--- src/rtl/sha1_pkg.sv ---
package sha1_pkg;

   // field and store sizes
   localparam int WordWidth   = 32;
   localparam int CountWidth  = 3;
   localparam int DigestWords = 5;
   localparam int IndexWidth  = $clog2(DigestWords);
   localparam int BufDepth    = 16;
   localparam int BufIdxWidth = $clog2(BufDepth);
   localparam int Rounds      = 80;
   localparam int RoundWidth  = $clog2(Rounds);
   localparam int TotalWidth  = 61;

   typedef logic [WordWidth-1:0] word_type;

   localparam logic [CountWidth-1:0] BytesPerWord = 3'd4;

   // initial chaining value
   localparam word_type InitVector [DigestWords] = '{
      32'h67452301, 32'hEFCDAB89, 32'h98BADCFE, 32'h10325476, 32'hC3D2E1F0
   };

   // round constants, one per group of twenty rounds
   localparam word_type RoundK0 = 32'h5A827999;
   localparam word_type RoundK1 = 32'h6ED9EBA1;
   localparam word_type RoundK2 = 32'h8F1BBCDC;
   localparam word_type RoundK3 = 32'hCA62C1D6;

   // padding: marker byte, word slot where the length starts, last slot
   localparam logic [7:0]             PadByte     = 8'h80;
   localparam logic [BufIdxWidth-1:0] BufAtLen    = 4'd14;
   localparam logic [BufIdxWidth-1:0] BufLastSlot = 4'd15;

   typedef enum logic [3:0] {
      ST_IDLE,
      ST_ROUND,
      ST_UPDATE,
      ST_PAD,
      ST_ZERO,
      ST_LEN_HI,
      ST_LEN_LO,
      ST_DIGEST
   } state_type;

   // controller to datapath
   typedef struct packed {
      logic absorb;
      logic pad;
      logic shift_zero;
      logic shift_len_hi;
      logic shift_len_lo;
      logic round_start;
      logic round_step;
      logic chain_update;
      logic out_next;
      logic reinit;
   } ctrl_cmd_type;

   // datapath to controller
   typedef struct packed {
      logic absorb_fills;
      logic buf_last_slot;
      logic buf_at_len;
      logic round_last;
      logic out_last;
   } dp_status_type;

endpackage

--- src/rtl/sha1_req_if.sv ---
interface sha1_req_if;
   import sha1_pkg::*;

   logic                  valid;
   logic                  ready;
   word_type              msg_word;
   logic [CountWidth-1:0] valid_bytes;
   logic                  final_word;

   modport source (output valid, msg_word, valid_bytes, final_word, input ready);
   modport sink   (input valid, msg_word, valid_bytes, final_word, output ready);

endinterface

--- src/rtl/sha1_rsp_if.sv ---
interface sha1_rsp_if;
   import sha1_pkg::*;

   logic                  valid;
   logic                  ready;
   word_type              digest_word;
   logic [IndexWidth-1:0] word_index;
   logic                  last_digest_word;

   modport source (output valid, digest_word, word_index, last_digest_word, input ready);
   modport sink   (input valid, digest_word, word_index, last_digest_word, output ready);

endinterface

--- src/rtl/sha1_dp.sv ---
module sha1_dp (
   input  logic                            clock,
   input  logic                            reset,
   input  sha1_pkg::word_type              msg_word,
   input  logic [sha1_pkg::CountWidth-1:0] valid_bytes,
   input  sha1_pkg::ctrl_cmd_type          cmd,
   output sha1_pkg::dp_status_type         status,
   output sha1_pkg::word_type              digest_word,
   output logic [sha1_pkg::IndexWidth-1:0] word_index,
   output logic                            last_digest_word
);
   import sha1_pkg::*;

   word_type               chain_ff [DigestWords];
   word_type               chain_in [DigestWords];
   word_type               w_ff [BufDepth];
   word_type               w_in [BufDepth];
   word_type               a_ff, b_ff, c_ff, d_ff, e_ff;
   word_type               a_in, b_in, c_in, d_in, e_in;
   logic [BufIdxWidth-1:0] wcnt_ff, wcnt_in;
   logic [RoundWidth-1:0]  rcnt_ff, rcnt_in;
   logic [TotalWidth-1:0]  total_ff, total_in;
   logic [23:0]            pend_ff, pend_in;
   logic [1:0]             pcnt_ff, pcnt_in;
   logic [IndexWidth-1:0]  oidx_ff, oidx_in;

   logic [CountWidth-1:0]  cnt;
   logic [CountWidth-1:0]  tot;
   logic                   absorb_shift;
   logic [23:0]            pend_m;
   word_type               word_m;
   logic [55:0]            comb;
   word_type               pad_word;
   logic [63:0]            bits;
   logic                   shift_en;
   word_type               shift_word;
   word_type               f, k, t, sched;

   // byte packing: pending bytes followed by the new word's valid bytes
   always_comb begin
      cnt          = (valid_bytes > BytesPerWord) ? BytesPerWord : valid_bytes;
      pend_m       = pend_ff & ~(24'hFFFFFF >> {pcnt_ff, 3'b000});
      word_m       = msg_word & ~(32'hFFFFFFFF >> {cnt, 3'b000});
      comb         = {pend_m, 32'h0} | ({word_m, 24'h0} >> {pcnt_ff, 3'b000});
      tot          = {1'b0, pcnt_ff} + cnt;
      absorb_shift = tot[2];
      pad_word     = {pend_m, 8'h00} | ({PadByte, 24'h0} >> {pcnt_ff, 3'b000});
      bits         = {total_ff, 3'b000};
   end

   // word entering the block buffer
   always_comb begin
      shift_en   = 1'b1;
      shift_word = '0;
      if (cmd.absorb && absorb_shift) begin
         shift_word = comb[55:24];
      end else if (cmd.pad) begin
         shift_word = pad_word;
      end else if (cmd.shift_zero) begin
         shift_word = '0;
      end else if (cmd.shift_len_hi) begin
         shift_word = bits[63:32];
      end else if (cmd.shift_len_lo) begin
         shift_word = bits[31:0];
      end else begin
         shift_en = 1'b0;
      end
   end

   // one round of the compression function
   always_comb begin
      if (rcnt_ff inside {[7'd0:7'd19]}) begin
         f = d_ff ^ (b_ff & (c_ff ^ d_ff));
         k = RoundK0;
      end else if (rcnt_ff inside {[7'd20:7'd39]}) begin
         f = b_ff ^ c_ff ^ d_ff;
         k = RoundK1;
      end else if (rcnt_ff inside {[7'd40:7'd59]}) begin
         f = (b_ff & c_ff) | (d_ff & (b_ff | c_ff));
         k = RoundK2;
      end else begin
         f = b_ff ^ c_ff ^ d_ff;
         k = RoundK3;
      end
      t     = {a_ff[26:0], a_ff[31:27]} + f + e_ff + k + w_ff[0];
      sched = w_ff[13] ^ w_ff[8] ^ w_ff[2] ^ w_ff[0];
      sched = {sched[30:0], sched[31]};
   end

   // next values
   always_comb begin
      w_in     = w_ff;
      wcnt_in  = wcnt_ff;
      pend_in  = pend_ff;
      pcnt_in  = pcnt_ff;
      total_in = total_ff;
      a_in     = a_ff;
      b_in     = b_ff;
      c_in     = c_ff;
      d_in     = d_ff;
      e_in     = e_ff;
      rcnt_in  = rcnt_ff;
      chain_in = chain_ff;
      oidx_in  = oidx_ff;

      // buffer shifts towards slot 0; schedule words refill the top
      if (shift_en || cmd.round_step) begin
         for (int i = 0; i < BufDepth - 1; i++) begin
            w_in[i] = w_ff[i+1];
         end
         w_in[BufDepth-1] = shift_en ? shift_word : sched;
      end
      if (shift_en) begin
         wcnt_in = wcnt_ff + 1'b1;
      end

      if (cmd.absorb) begin
         total_in = total_ff + TotalWidth'(cnt);
         if (absorb_shift) begin
            pend_in = comb[23:0];
            pcnt_in = 2'(tot - BytesPerWord);
         end else begin
            pend_in = comb[55:32];
            pcnt_in = tot[1:0];
         end
      end
      if (cmd.pad) begin
         pcnt_in = '0;
      end

      if (cmd.round_start) begin
         a_in    = chain_in[0];
         b_in    = chain_in[1];
         c_in    = chain_in[2];
         d_in    = chain_in[3];
         e_in    = chain_in[4];
         rcnt_in = '0;
      end else if (cmd.round_step) begin
         a_in    = t;
         b_in    = a_ff;
         c_in    = {b_ff[1:0], b_ff[31:2]};
         d_in    = c_ff;
         e_in    = d_ff;
         rcnt_in = rcnt_ff + 1'b1;
      end

      if (cmd.chain_update) begin
         chain_in[0] = chain_ff[0] + a_ff;
         chain_in[1] = chain_ff[1] + b_ff;
         chain_in[2] = chain_ff[2] + c_ff;
         chain_in[3] = chain_ff[3] + d_ff;
         chain_in[4] = chain_ff[4] + e_ff;
      end

      if (cmd.out_next) begin
         oidx_in = oidx_ff + 1'b1;
      end

      // back to the initial vector once the digest has gone out
      if (cmd.reinit) begin
         chain_in = InitVector;
         wcnt_in  = '0;
         pcnt_in  = '0;
         total_in = '0;
         oidx_in  = '0;
      end
   end

   always_ff @(posedge clock) begin
      if (reset) begin
         chain_ff <= InitVector;
         wcnt_ff  <= '0;
         pcnt_ff  <= '0;
         total_ff <= '0;
         oidx_ff  <= '0;
      end else begin
         chain_ff <= chain_in;
         wcnt_ff  <= wcnt_in;
         pcnt_ff  <= pcnt_in;
         total_ff <= total_in;
         oidx_ff  <= oidx_in;
      end
   end

   always_ff @(posedge clock) begin
      w_ff    <= w_in;
      pend_ff <= pend_in;
      a_ff    <= a_in;
      b_ff    <= b_in;
      c_ff    <= c_in;
      d_ff    <= d_in;
      e_ff    <= e_in;
      rcnt_ff <= rcnt_in;
   end

   // status and digest output
   always_comb begin
      status.absorb_fills  = (wcnt_ff == BufLastSlot) && absorb_shift;
      status.buf_last_slot = (wcnt_ff == BufLastSlot);
      status.buf_at_len    = (wcnt_ff == BufAtLen);
      status.round_last    = (rcnt_ff == RoundWidth'(Rounds - 1));
      status.out_last      = (oidx_ff == IndexWidth'(DigestWords - 1));
      digest_word          = chain_ff[oidx_ff];
      word_index           = oidx_ff;
      last_digest_word     = status.out_last;
   end

endmodule

--- src/rtl/sha1_ctrl.sv ---
module sha1_ctrl (
   input  logic                    clock,
   input  logic                    reset,
   input  logic                    req_valid,
   input  logic                    req_final,
   output logic                    req_ready,
   output logic                    rsp_valid,
   input  logic                    rsp_ready,
   output sha1_pkg::ctrl_cmd_type  cmd,
   input  sha1_pkg::dp_status_type status
);
   import sha1_pkg::*;

   state_type state_ff, state_in;
   state_type ret_ff, ret_in;

   always_ff @(posedge clock) begin
      if (reset) begin
         state_ff <= ST_IDLE;
         ret_ff   <= ST_IDLE;
      end else begin
         state_ff <= state_in;
         ret_ff   <= ret_in;
      end
   end

   // next state and commands
   always_comb begin
      state_in  = state_ff;
      ret_in    = ret_ff;
      cmd       = '0;
      req_ready = 1'b0;
      rsp_valid = 1'b0;
      case (state_ff)
         ST_IDLE: begin
            req_ready = 1'b1;
            if (req_valid) begin
               cmd.absorb = 1'b1;
               if (status.absorb_fills) begin
                  cmd.round_start = 1'b1;
                  state_in        = ST_ROUND;
                  ret_in          = req_final ? ST_PAD : ST_IDLE;
               end else if (req_final) begin
                  state_in = ST_PAD;
               end
            end
         end
         ST_ROUND: begin
            cmd.round_step = 1'b1;
            if (status.round_last) begin
               state_in = ST_UPDATE;
            end
         end
         ST_UPDATE: begin
            cmd.chain_update = 1'b1;
            state_in         = ret_ff;
         end
         ST_PAD: begin
            cmd.pad = 1'b1;
            if (status.buf_last_slot) begin
               cmd.round_start = 1'b1;
               state_in        = ST_ROUND;
               ret_in          = ST_ZERO;
            end else begin
               state_in = ST_ZERO;
            end
         end
         ST_ZERO: begin
            if (status.buf_at_len) begin
               state_in = ST_LEN_HI;
            end else begin
               cmd.shift_zero = 1'b1;
               if (status.buf_last_slot) begin
                  cmd.round_start = 1'b1;
                  state_in        = ST_ROUND;
                  ret_in          = ST_ZERO;
               end
            end
         end
         ST_LEN_HI: begin
            cmd.shift_len_hi = 1'b1;
            state_in         = ST_LEN_LO;
         end
         ST_LEN_LO: begin
            // length low word always lands in the last slot
            cmd.shift_len_lo = 1'b1;
            cmd.round_start  = 1'b1;
            state_in         = ST_ROUND;
            ret_in           = ST_DIGEST;
         end
         ST_DIGEST: begin
            rsp_valid = 1'b1;
            if (rsp_ready) begin
               cmd.out_next = 1'b1;
               if (status.out_last) begin
                  cmd.reinit = 1'b1;
                  state_in   = ST_IDLE;
               end
            end
         end
         default: begin
            state_in = ST_IDLE;
         end
      endcase
   end

endmodule

--- src/rtl/sha1_hash_engine.sv ---
// Channel  Dir  Payload                                      Transfer
// req      in   msg_word, valid_bytes, final_word            valid & ready
// rsp      out  digest_word, word_index, last_digest_word    valid & ready
//
// A message word is taken whenever the engine is idle. Each full 64-byte
// block then costs 80 rounds plus one chaining add. A final word adds a pad
// word, zero words up to the length slot, two length words, one or two
// compressions and five digest transfers. Reset is synchronous and restores
// the initial vector. req is held off while a block compresses, padding runs
// or the digest is out, stalled by rsp.ready.
module sha1_hash_engine (
   input  logic       clock,
   input  logic       reset,
   sha1_req_if.sink   req,
   sha1_rsp_if.source rsp
);
   import sha1_pkg::*;

   ctrl_cmd_type  cmd;
   dp_status_type status;

   sha1_ctrl u_ctrl (
      .clock     (clock),
      .reset     (reset),
      .req_valid (req.valid),
      .req_final (req.final_word),
      .req_ready (req.ready),
      .rsp_valid (rsp.valid),
      .rsp_ready (rsp.ready),
      .cmd       (cmd),
      .status    (status)
   );

   sha1_dp u_dp (
      .clock            (clock),
      .reset            (reset),
      .msg_word         (req.msg_word),
      .valid_bytes      (req.valid_bytes),
      .cmd              (cmd),
      .status           (status),
      .digest_word      (rsp.digest_word),
      .word_index       (rsp.word_index),
      .last_digest_word (rsp.last_digest_word)
   );

endmodule
--- src/flat_wrapper.sv ---
// flat-port wrapper written by rule: the top's interface ports become plain ports
module sha1_hash_engine_flat import sha1_pkg::*;
  (clock, reset, req_valid, req_msg_word, req_valid_bytes, req_final_word, req_ready, rsp_valid, rsp_digest_word, rsp_word_index, rsp_last_digest_word, rsp_ready);
  sha1_req_if req_i ();
  sha1_rsp_if rsp_i ();
  input  logic clock;
  input  logic reset;
  input wire logic [$bits(req_i.valid)-1:0] req_valid;
  input wire logic [$bits(req_i.msg_word)-1:0] req_msg_word;
  input wire logic [$bits(req_i.valid_bytes)-1:0] req_valid_bytes;
  input wire logic [$bits(req_i.final_word)-1:0] req_final_word;
  output wire logic [$bits(req_i.ready)-1:0] req_ready;
  output wire logic [$bits(rsp_i.valid)-1:0] rsp_valid;
  output wire logic [$bits(rsp_i.digest_word)-1:0] rsp_digest_word;
  output wire logic [$bits(rsp_i.word_index)-1:0] rsp_word_index;
  output wire logic [$bits(rsp_i.last_digest_word)-1:0] rsp_last_digest_word;
  input wire logic [$bits(rsp_i.ready)-1:0] rsp_ready;
  assign req_i.valid = req_valid;
  assign req_i.msg_word = req_msg_word;
  assign req_i.valid_bytes = req_valid_bytes;
  assign req_i.final_word = req_final_word;
  assign req_ready = req_i.ready;
  assign rsp_valid = rsp_i.valid;
  assign rsp_digest_word = rsp_i.digest_word;
  assign rsp_word_index = rsp_i.word_index;
  assign rsp_last_digest_word = rsp_i.last_digest_word;
  assign rsp_i.ready = rsp_ready;
  sha1_hash_engine u_core (.clock(clock), .reset(reset), .req(req_i), .rsp(rsp_i));
endmodule
--- config.mk ---
export PLATFORM = sky130hd
export DESIGN_NAME = sha1_hash_engine_flat
export DESIGN_NICKNAME = d
export VERILOG_FILES = /design/src/rtl/sha1_pkg.sv /design/src/rtl/sha1_req_if.sv /design/src/rtl/sha1_rsp_if.sv /design/src/rtl/sha1_dp.sv /design/src/rtl/sha1_ctrl.sv /design/src/rtl/sha1_hash_engine.sv /design/src/flat_wrapper.sv
export SDC_FILE = /design/constraint.sdc
export NUM_CORES = 2
export LEC_CHECK = 0
export BUFFER_PORTS_ARGS = -buffer_cell sky130_fd_sc_hd__buf_2
export CAP_MARGIN = 30
export CORE_AREA = 2 2 299 419
export CTS_CLUSTER_DIAMETER = 80
export CTS_CLUSTER_SIZE = 14
export DETAILED_ROUTE_END_ITERATION = 7
export DIE_AREA = 0 0 301 421
export HOLD_SLACK_MARGIN = 0.12
export PLACE_DENSITY_LB_ADDON = 0.12
export SYNTH_ARGS = -nofsm -noshare
export SYNTH_HDL_FRONTEND = slang
export SYNTH_SLANG_ARGS = --single-unit
--- constraint.sdc ---
create_clock -name clock -period 21.8 [get_ports clock]
set_input_delay 4.36 -clock clock [delete_from_list [all_inputs] [get_ports clock]]
set_output_delay 4.36 -clock clock [all_outputs]
set_load 0.05 [all_outputs]
# After elaboration in Yosys (flattened, before gate mapping)
# Cells that the tools add are included.
[word_totals]
regBits = 941
in_bits = 40
elab_cells = 180
[classes]
n_addsub = 15
n_lt_le_gt_ge = 8
n_eq_ne = 19
shifts = 4
muxes = 68
n_bitwise = 19
reduce_logical = 13
[op_table]
columns = ["op", "count"]
rows = [
  ["$mux 32", 23],
  ["$add 32x32->32", 9],
  ["$xor 32x32->32", 7],
  ["$and 32x32->32", 4],
  ["$bmux 32 s3", 1],
  ["$or 32x32->32", 3],
  ["$add 61x3->61", 1],
  ["$or 56x56->56", 1],
  ["$shr 56x5->56", 1],
  ["$mux 4", 12],
  ["$not 32->32", 1],
  ["$pmux 4 s8", 1],
  ["$shr 32x5->32 const A", 1],
  ["$shr 32x6->32 const A", 1],
  ["$mux 31", 1],
  ["$and 24x24->24", 1],
  ["$mux 24", 1],
  ["$not 24->24", 1],
  ["$shr 24x5->24 const A", 1],
  ["$mux 1", 21],
  ["$eq 4x3->1 const B", 4],
  ["$pmux 4 s4", 1],
  ["$le 7x6->1 const B", 2],
  ["$eq 4x2->1 const B", 2],
  ["32 further kinds", 45],
]

# Logic depth before layout (Yosys ltp)
[logic_depth]
ltp_word = 12
mapped_depth = 25
ltp_nobuf = 24

# Cells and area by module
# From an unflattened synthesis, not the netlist that was laid out.
[hier_totals]
cells_unflattened = 4292
area_unflattened_um2 = 48790.5
[by_module_without_submodules]
columns = ["module", "instances", "cells_per_inst", "area_each_um2", "seq_area_each_um2"]
rows = [
  ["sha1_dp", 1, 4234, 48346.4, 25644.6],
  ["sha1_ctrl", 1, 58, 444.2, 100.1],
]

# Worst setup path after synthesis
# No wires, ideal clock.
[synth_timing]
path_type = "input-to-reg"
start = "in req_valid_bytes[2]"
end = "reg u_core.u_dp.w_ff[0] in the netlist's numbering, enable pin"
arrival_ps = 17755
setup_slack_ps = 3073
path_stages = 9
n_path_buf = 2
path_cell_list = "buf_2 > buf_1 > nor2b_1 > ha_1 > fa_1 > xnor2_1 > nor2_2 > a211oi_1 > nand2b_1"
[synth_between]
elab_chain_cells = 6
[synth_rtl]
columns = ["element", "line_no", "source"]
rows = [
  ["start: declaration", "flat_wrapper.sv:10", "input wire logic [$bits(req_i.valid_bytes)-1:0] req_valid_bytes;"],
  ["$gt 3x3->1", "sha1_dp.sv:41", "cnt = (valid_bytes > BytesPerWord) ? BytesPerWord : valid_bytes;"],
  ["$mux 3 *", "sha1_dp.sv:41", ""],
  ["$add 2x3->3 *", "sha1_dp.sv:45", "tot = {1'b0, pcnt_ff} + cnt;"],
  ["$logic_and 1x1->1 *", "sha1_dp.sv:55", "if (cmd.absorb && absorb_shift) begin"],
  ["$mux 1 *", "sha1_dp.sv:55", ""],
  ["$logic_or 1x1->1 *", "sha1_dp.sv:107", "if (shift_en || cmd.round_step) begin"],
  ["end signal: assignment", "sha1_dp.sv:186", "w_ff <= w_in;"],
  ["end: declaration", "sha1_dp.sv:16", "word_type w_ff [BufDepth];"],
]
# Mark *: on every way between the ends. The rest lies on a longest branch, timed or not.
# A chain may end at the register's enable or synchronous reset.

# Worst setup path in the final report
[layout_timing]
start = "in req_valid_bytes[2]"
end = "reg u_core.u_dp.d_ff[22], enable pin"
[layout_between]
elab_chain_cells = 8
[layout_rtl]
columns = ["element", "line_no", "source"]
rows = [
  ["$gt 3x3->1", "sha1_dp.sv:41", ""],
  ["$mux 3 *", "sha1_dp.sv:41", ""],
  ["$add 2x3->3 *", "sha1_dp.sv:45", ""],
  ["$logic_and 1x1->1 *", "sha1_dp.sv:198", "status.absorb_fills = (wcnt_ff == BufLastSlot) && absorb_shift;"],
  ["$mux 1 *", "sha1_ctrl.sv:39", "if (status.absorb_fills) begin"],
  ["$mux 1 *", "sha1_ctrl.sv:37", "if (req_valid) begin"],
  ["$pmux 1 s4 *", "sha1_ctrl.sv:34", "case (state_ff)"],
  ["$reduce_bool 2->1 (no line) *", "--", ""],
  ["end signal: assignment", "sha1_dp.sv:191", "d_ff <= d_in;"],
  ["end: declaration", "sha1_dp.sv:18", "word_type a_ff, b_ff, c_ff, d_ff, e_ff;"],
]
# Marked as above.

==> metrics.cfg <==
[global_routing]
overflow=0
grt_pass1_wl_mm=203
first_global_vias=33000
grt_usage_pct=20.9
grt_max_degree=215
antenna_found_initial=3

[yosys]
yosys.area_share.xor_xnor_pct=5.22
synth_adder_area_share_pct=10.4
yosys_warnings=0
synth-edff-count=696
synth_commonest_cells=edfxtp_1, nand2_1, nor2_1, a21oi_1, dfxtp_1
synth_largest_area_cell=edfxtp_1
synth.most_common_cell=edfxtp_1
postSynthAreaPerCell_sq_um=10.8
synth_seq_area_share_pct=52.7
synth-compound-area-share_pct=14.1
synth-simple-area-share_pct=12.1
muxShareOfSynthArea_pct=2.25
yosys.cell_types.count=89
synth_ff_type=edfxtp_1
syn_nets=4884
synthesis.area_sq_mm=0.0488
synth_top_family_by_area=compound AO/OA/AOI/OAI gates
netlist_top_cells_area=edfxtp_1, dfxtp_1, fa_1
ys_ff_latch=938
syn-instance-count=4516
async_flop_share_pct=0
synth_top_area_share_pct=42.8

[run]
drv_cap=0

[finish]
nets=4900
fin_util_pct=43.2
postLayoutCellArea_sq_mm=0.0534
syn2layout_area_growth_pct=9.30
layout-drive-gt1-share_pct=5.89
n_fill_cell=11700

[floorplan]
fp.coreArea_sq_mm=0.123
dieArea_sq_mm=0.127
placement_rows=153
die_y_um=421
ios=78
die_x_um=301
start_util_pct=39.5

[clocking]
root_buffer=clkbuf_16
clk_pin_slew_ns=0.08
cts_made_buffers=78
clock_path_buffers=3
cts_sinks=938
cts_tree=yes
htree_levels=3
cts_resized=0
cts_setup_buffers=0
clock_latency_ns=0.70
ctsHoldBuffers=0

[routing]
ant_nets=0
drtIter0Drc=2449
drc=0
num_vias=33700
wl_per_cell_um=21.5
drt_wl_total_mm=134
dr.pass1.iters=6
routed_via_density=5.43

[sta]
maxSlewHeadroom_pct=20.9
max_freq_mhz=109
fin_tns_setup_ns=0
hold_viol_final=0
final.period_utilization_pct=42.0
period_minus_slack_ns=9.16
tightest_slew_ns=1.19
rsz0062_at_grt=no
skew_ns=0.0319
maxSlewViolCount=0
setup_ws_ns=12.64
setup_viol=0

[setup_path]
cp_common_cell=buf_4
r2r_slack_ns=14.39
start_kind=input pin
cp_slowest_stage_delay_ns=0.82
crit_type=input pin to register
crit_slowest_cell=buf_4
crit_chain=buf_2 > nor2b_1 > ha_1 > fa_1 > xnor2_1 > nor2_2 > a211oi_1 > buf_4 > nor2_4 > buf_4 > or2_4 > buf_4 > buf_4
cp.arrival_ns=9.47
critPathBufInv=5
cp_top_family=buffers and inverters
crit_fanout=66
worstPathRequired_ns=22.10
cp-end-kind=register

[placed_design]
routabilityCongestion=0.927
dp_slack_ns=11.73
port_buffers=77
dp_hpwl_mm=95.7
postPlaceCellArea_sq_mm=0.0510

[status]
status=finished clean

[hold_path]
hold_path_class=register to register

[layout make-up]
| cell class | instances | area [sq um] | area share (%) |
|---|---|---|---|
| flip-flops and latches | 938 | 25800 | 48.3 |
| multi-input cells | 3158 | 21500 | 40.4 |
| clock buffers | 119 | 2120 | 3.97 |
| well taps | 1627 | 2040 | 3.81 |
| inverters | 235 | 882 | 1.65 |
| repair buffers | 121 | 826 | 1.55 |
| clock inverters | 12 | 206 | 0.387 |
| diodes | 2 | 5.00 | 0.00938 |
[metrics by stage]
step | hold slack (ns) | instances
6_report | 0.407 | 6212
5_1_grt | 0.415 | 6210
4_1_cts | 0.409 | 6208
3_5_place_dp | 0.405 | 6077
3_3_place_gp | 0.401 | 6076
2_1_floorplan | 0.400 | 4516
[worst paths after layout]
path                                             start                     to  depth (start not counted)
worst max-delay path                req_valid_bytes[2]   u_core.u_dp.d_ff[22]                         13
worst min-delay path             u_core.u_dp.w_ff[370]  u_core.u_dp.w_ff[402]                          0
worst max register to register  u_core.u_dp.rcnt_ff[0]   u_core.u_dp.a_ff[31]                         25
worst min register to register   u_core.u_dp.w_ff[370]  u_core.u_dp.w_ff[402]                          0
[state kept, by name, indices dropped and copies added, names as in the netlist]
name / count
u_core.u_ctrl.ret_ff: 2
u_core.u_dp.d_ff: 32
u_core.u_dp.e_ff: 32
u_core.u_dp.total_ff: 61
u_core.u_dp.pend_ff: 24
u_core.u_dp.wcnt_ff: 4
u_core.u_dp.w_ff: 512
u_core.u_dp.chain_ff: 160
u_core.u_dp.pcnt_ff: 2
u_core.u_ctrl.state_ff: 3
u_core.u_dp.rcnt_ff: 7
u_core.u_dp.word_index: 3
u_core.u_dp.a_ff: 32
u_core.u_dp.c_ff: 32
u_core.u_dp.b_ff: 32
[cells in the final DEF, fill, tap and decap left out, types with 65 or more instances in the layout]
cell | Yosys | layout
a21o_1 | 91 | 90
a21oi_1 | 340 | 339
buf_2 | 14 | 77
clkbuf_16 | 0 | 78
dfxtp_1 | 242 | 239
edfxtp_1 | 696 | 696
fa_1 | 127 | 127
ha_1 | 201 | 201
inv_1 | 230 | 230
mux2i_1 | 105 | 105
nand2_1 | 643 | 642
nand3_1 | 74 | 74
nor2_1 | 348 | 344
o21ai_0 | 215 | 215
o22ai_1 | 65 | 65
xnor2_1 | 166 | 166
xor2_1 | 125 | 125
[per-layer routing]
metal,track usage [%],share of wire (%),up-vias
li1,-,-,16200
met2,36.0,50,721
met4,7.54,3.6,4
met3,2.16,3.8,182
met1,27.3,43,16600
met5,0,0.017,-
[logic make-up after synthesis]
kind of cell | Yosys count
AND/OR/NAND/NOR | 1344
AO/OA/AOI/OAI | 1086
flip-flops | 938
buffers and inverters | 420
adder cells (fa/ha/maj) | 328
XOR/XNOR | 291
multiplexers | 109
Power is not shown: default switching activity piles up to over one toggle a cycle in this logic, so the estimate is an artifact.
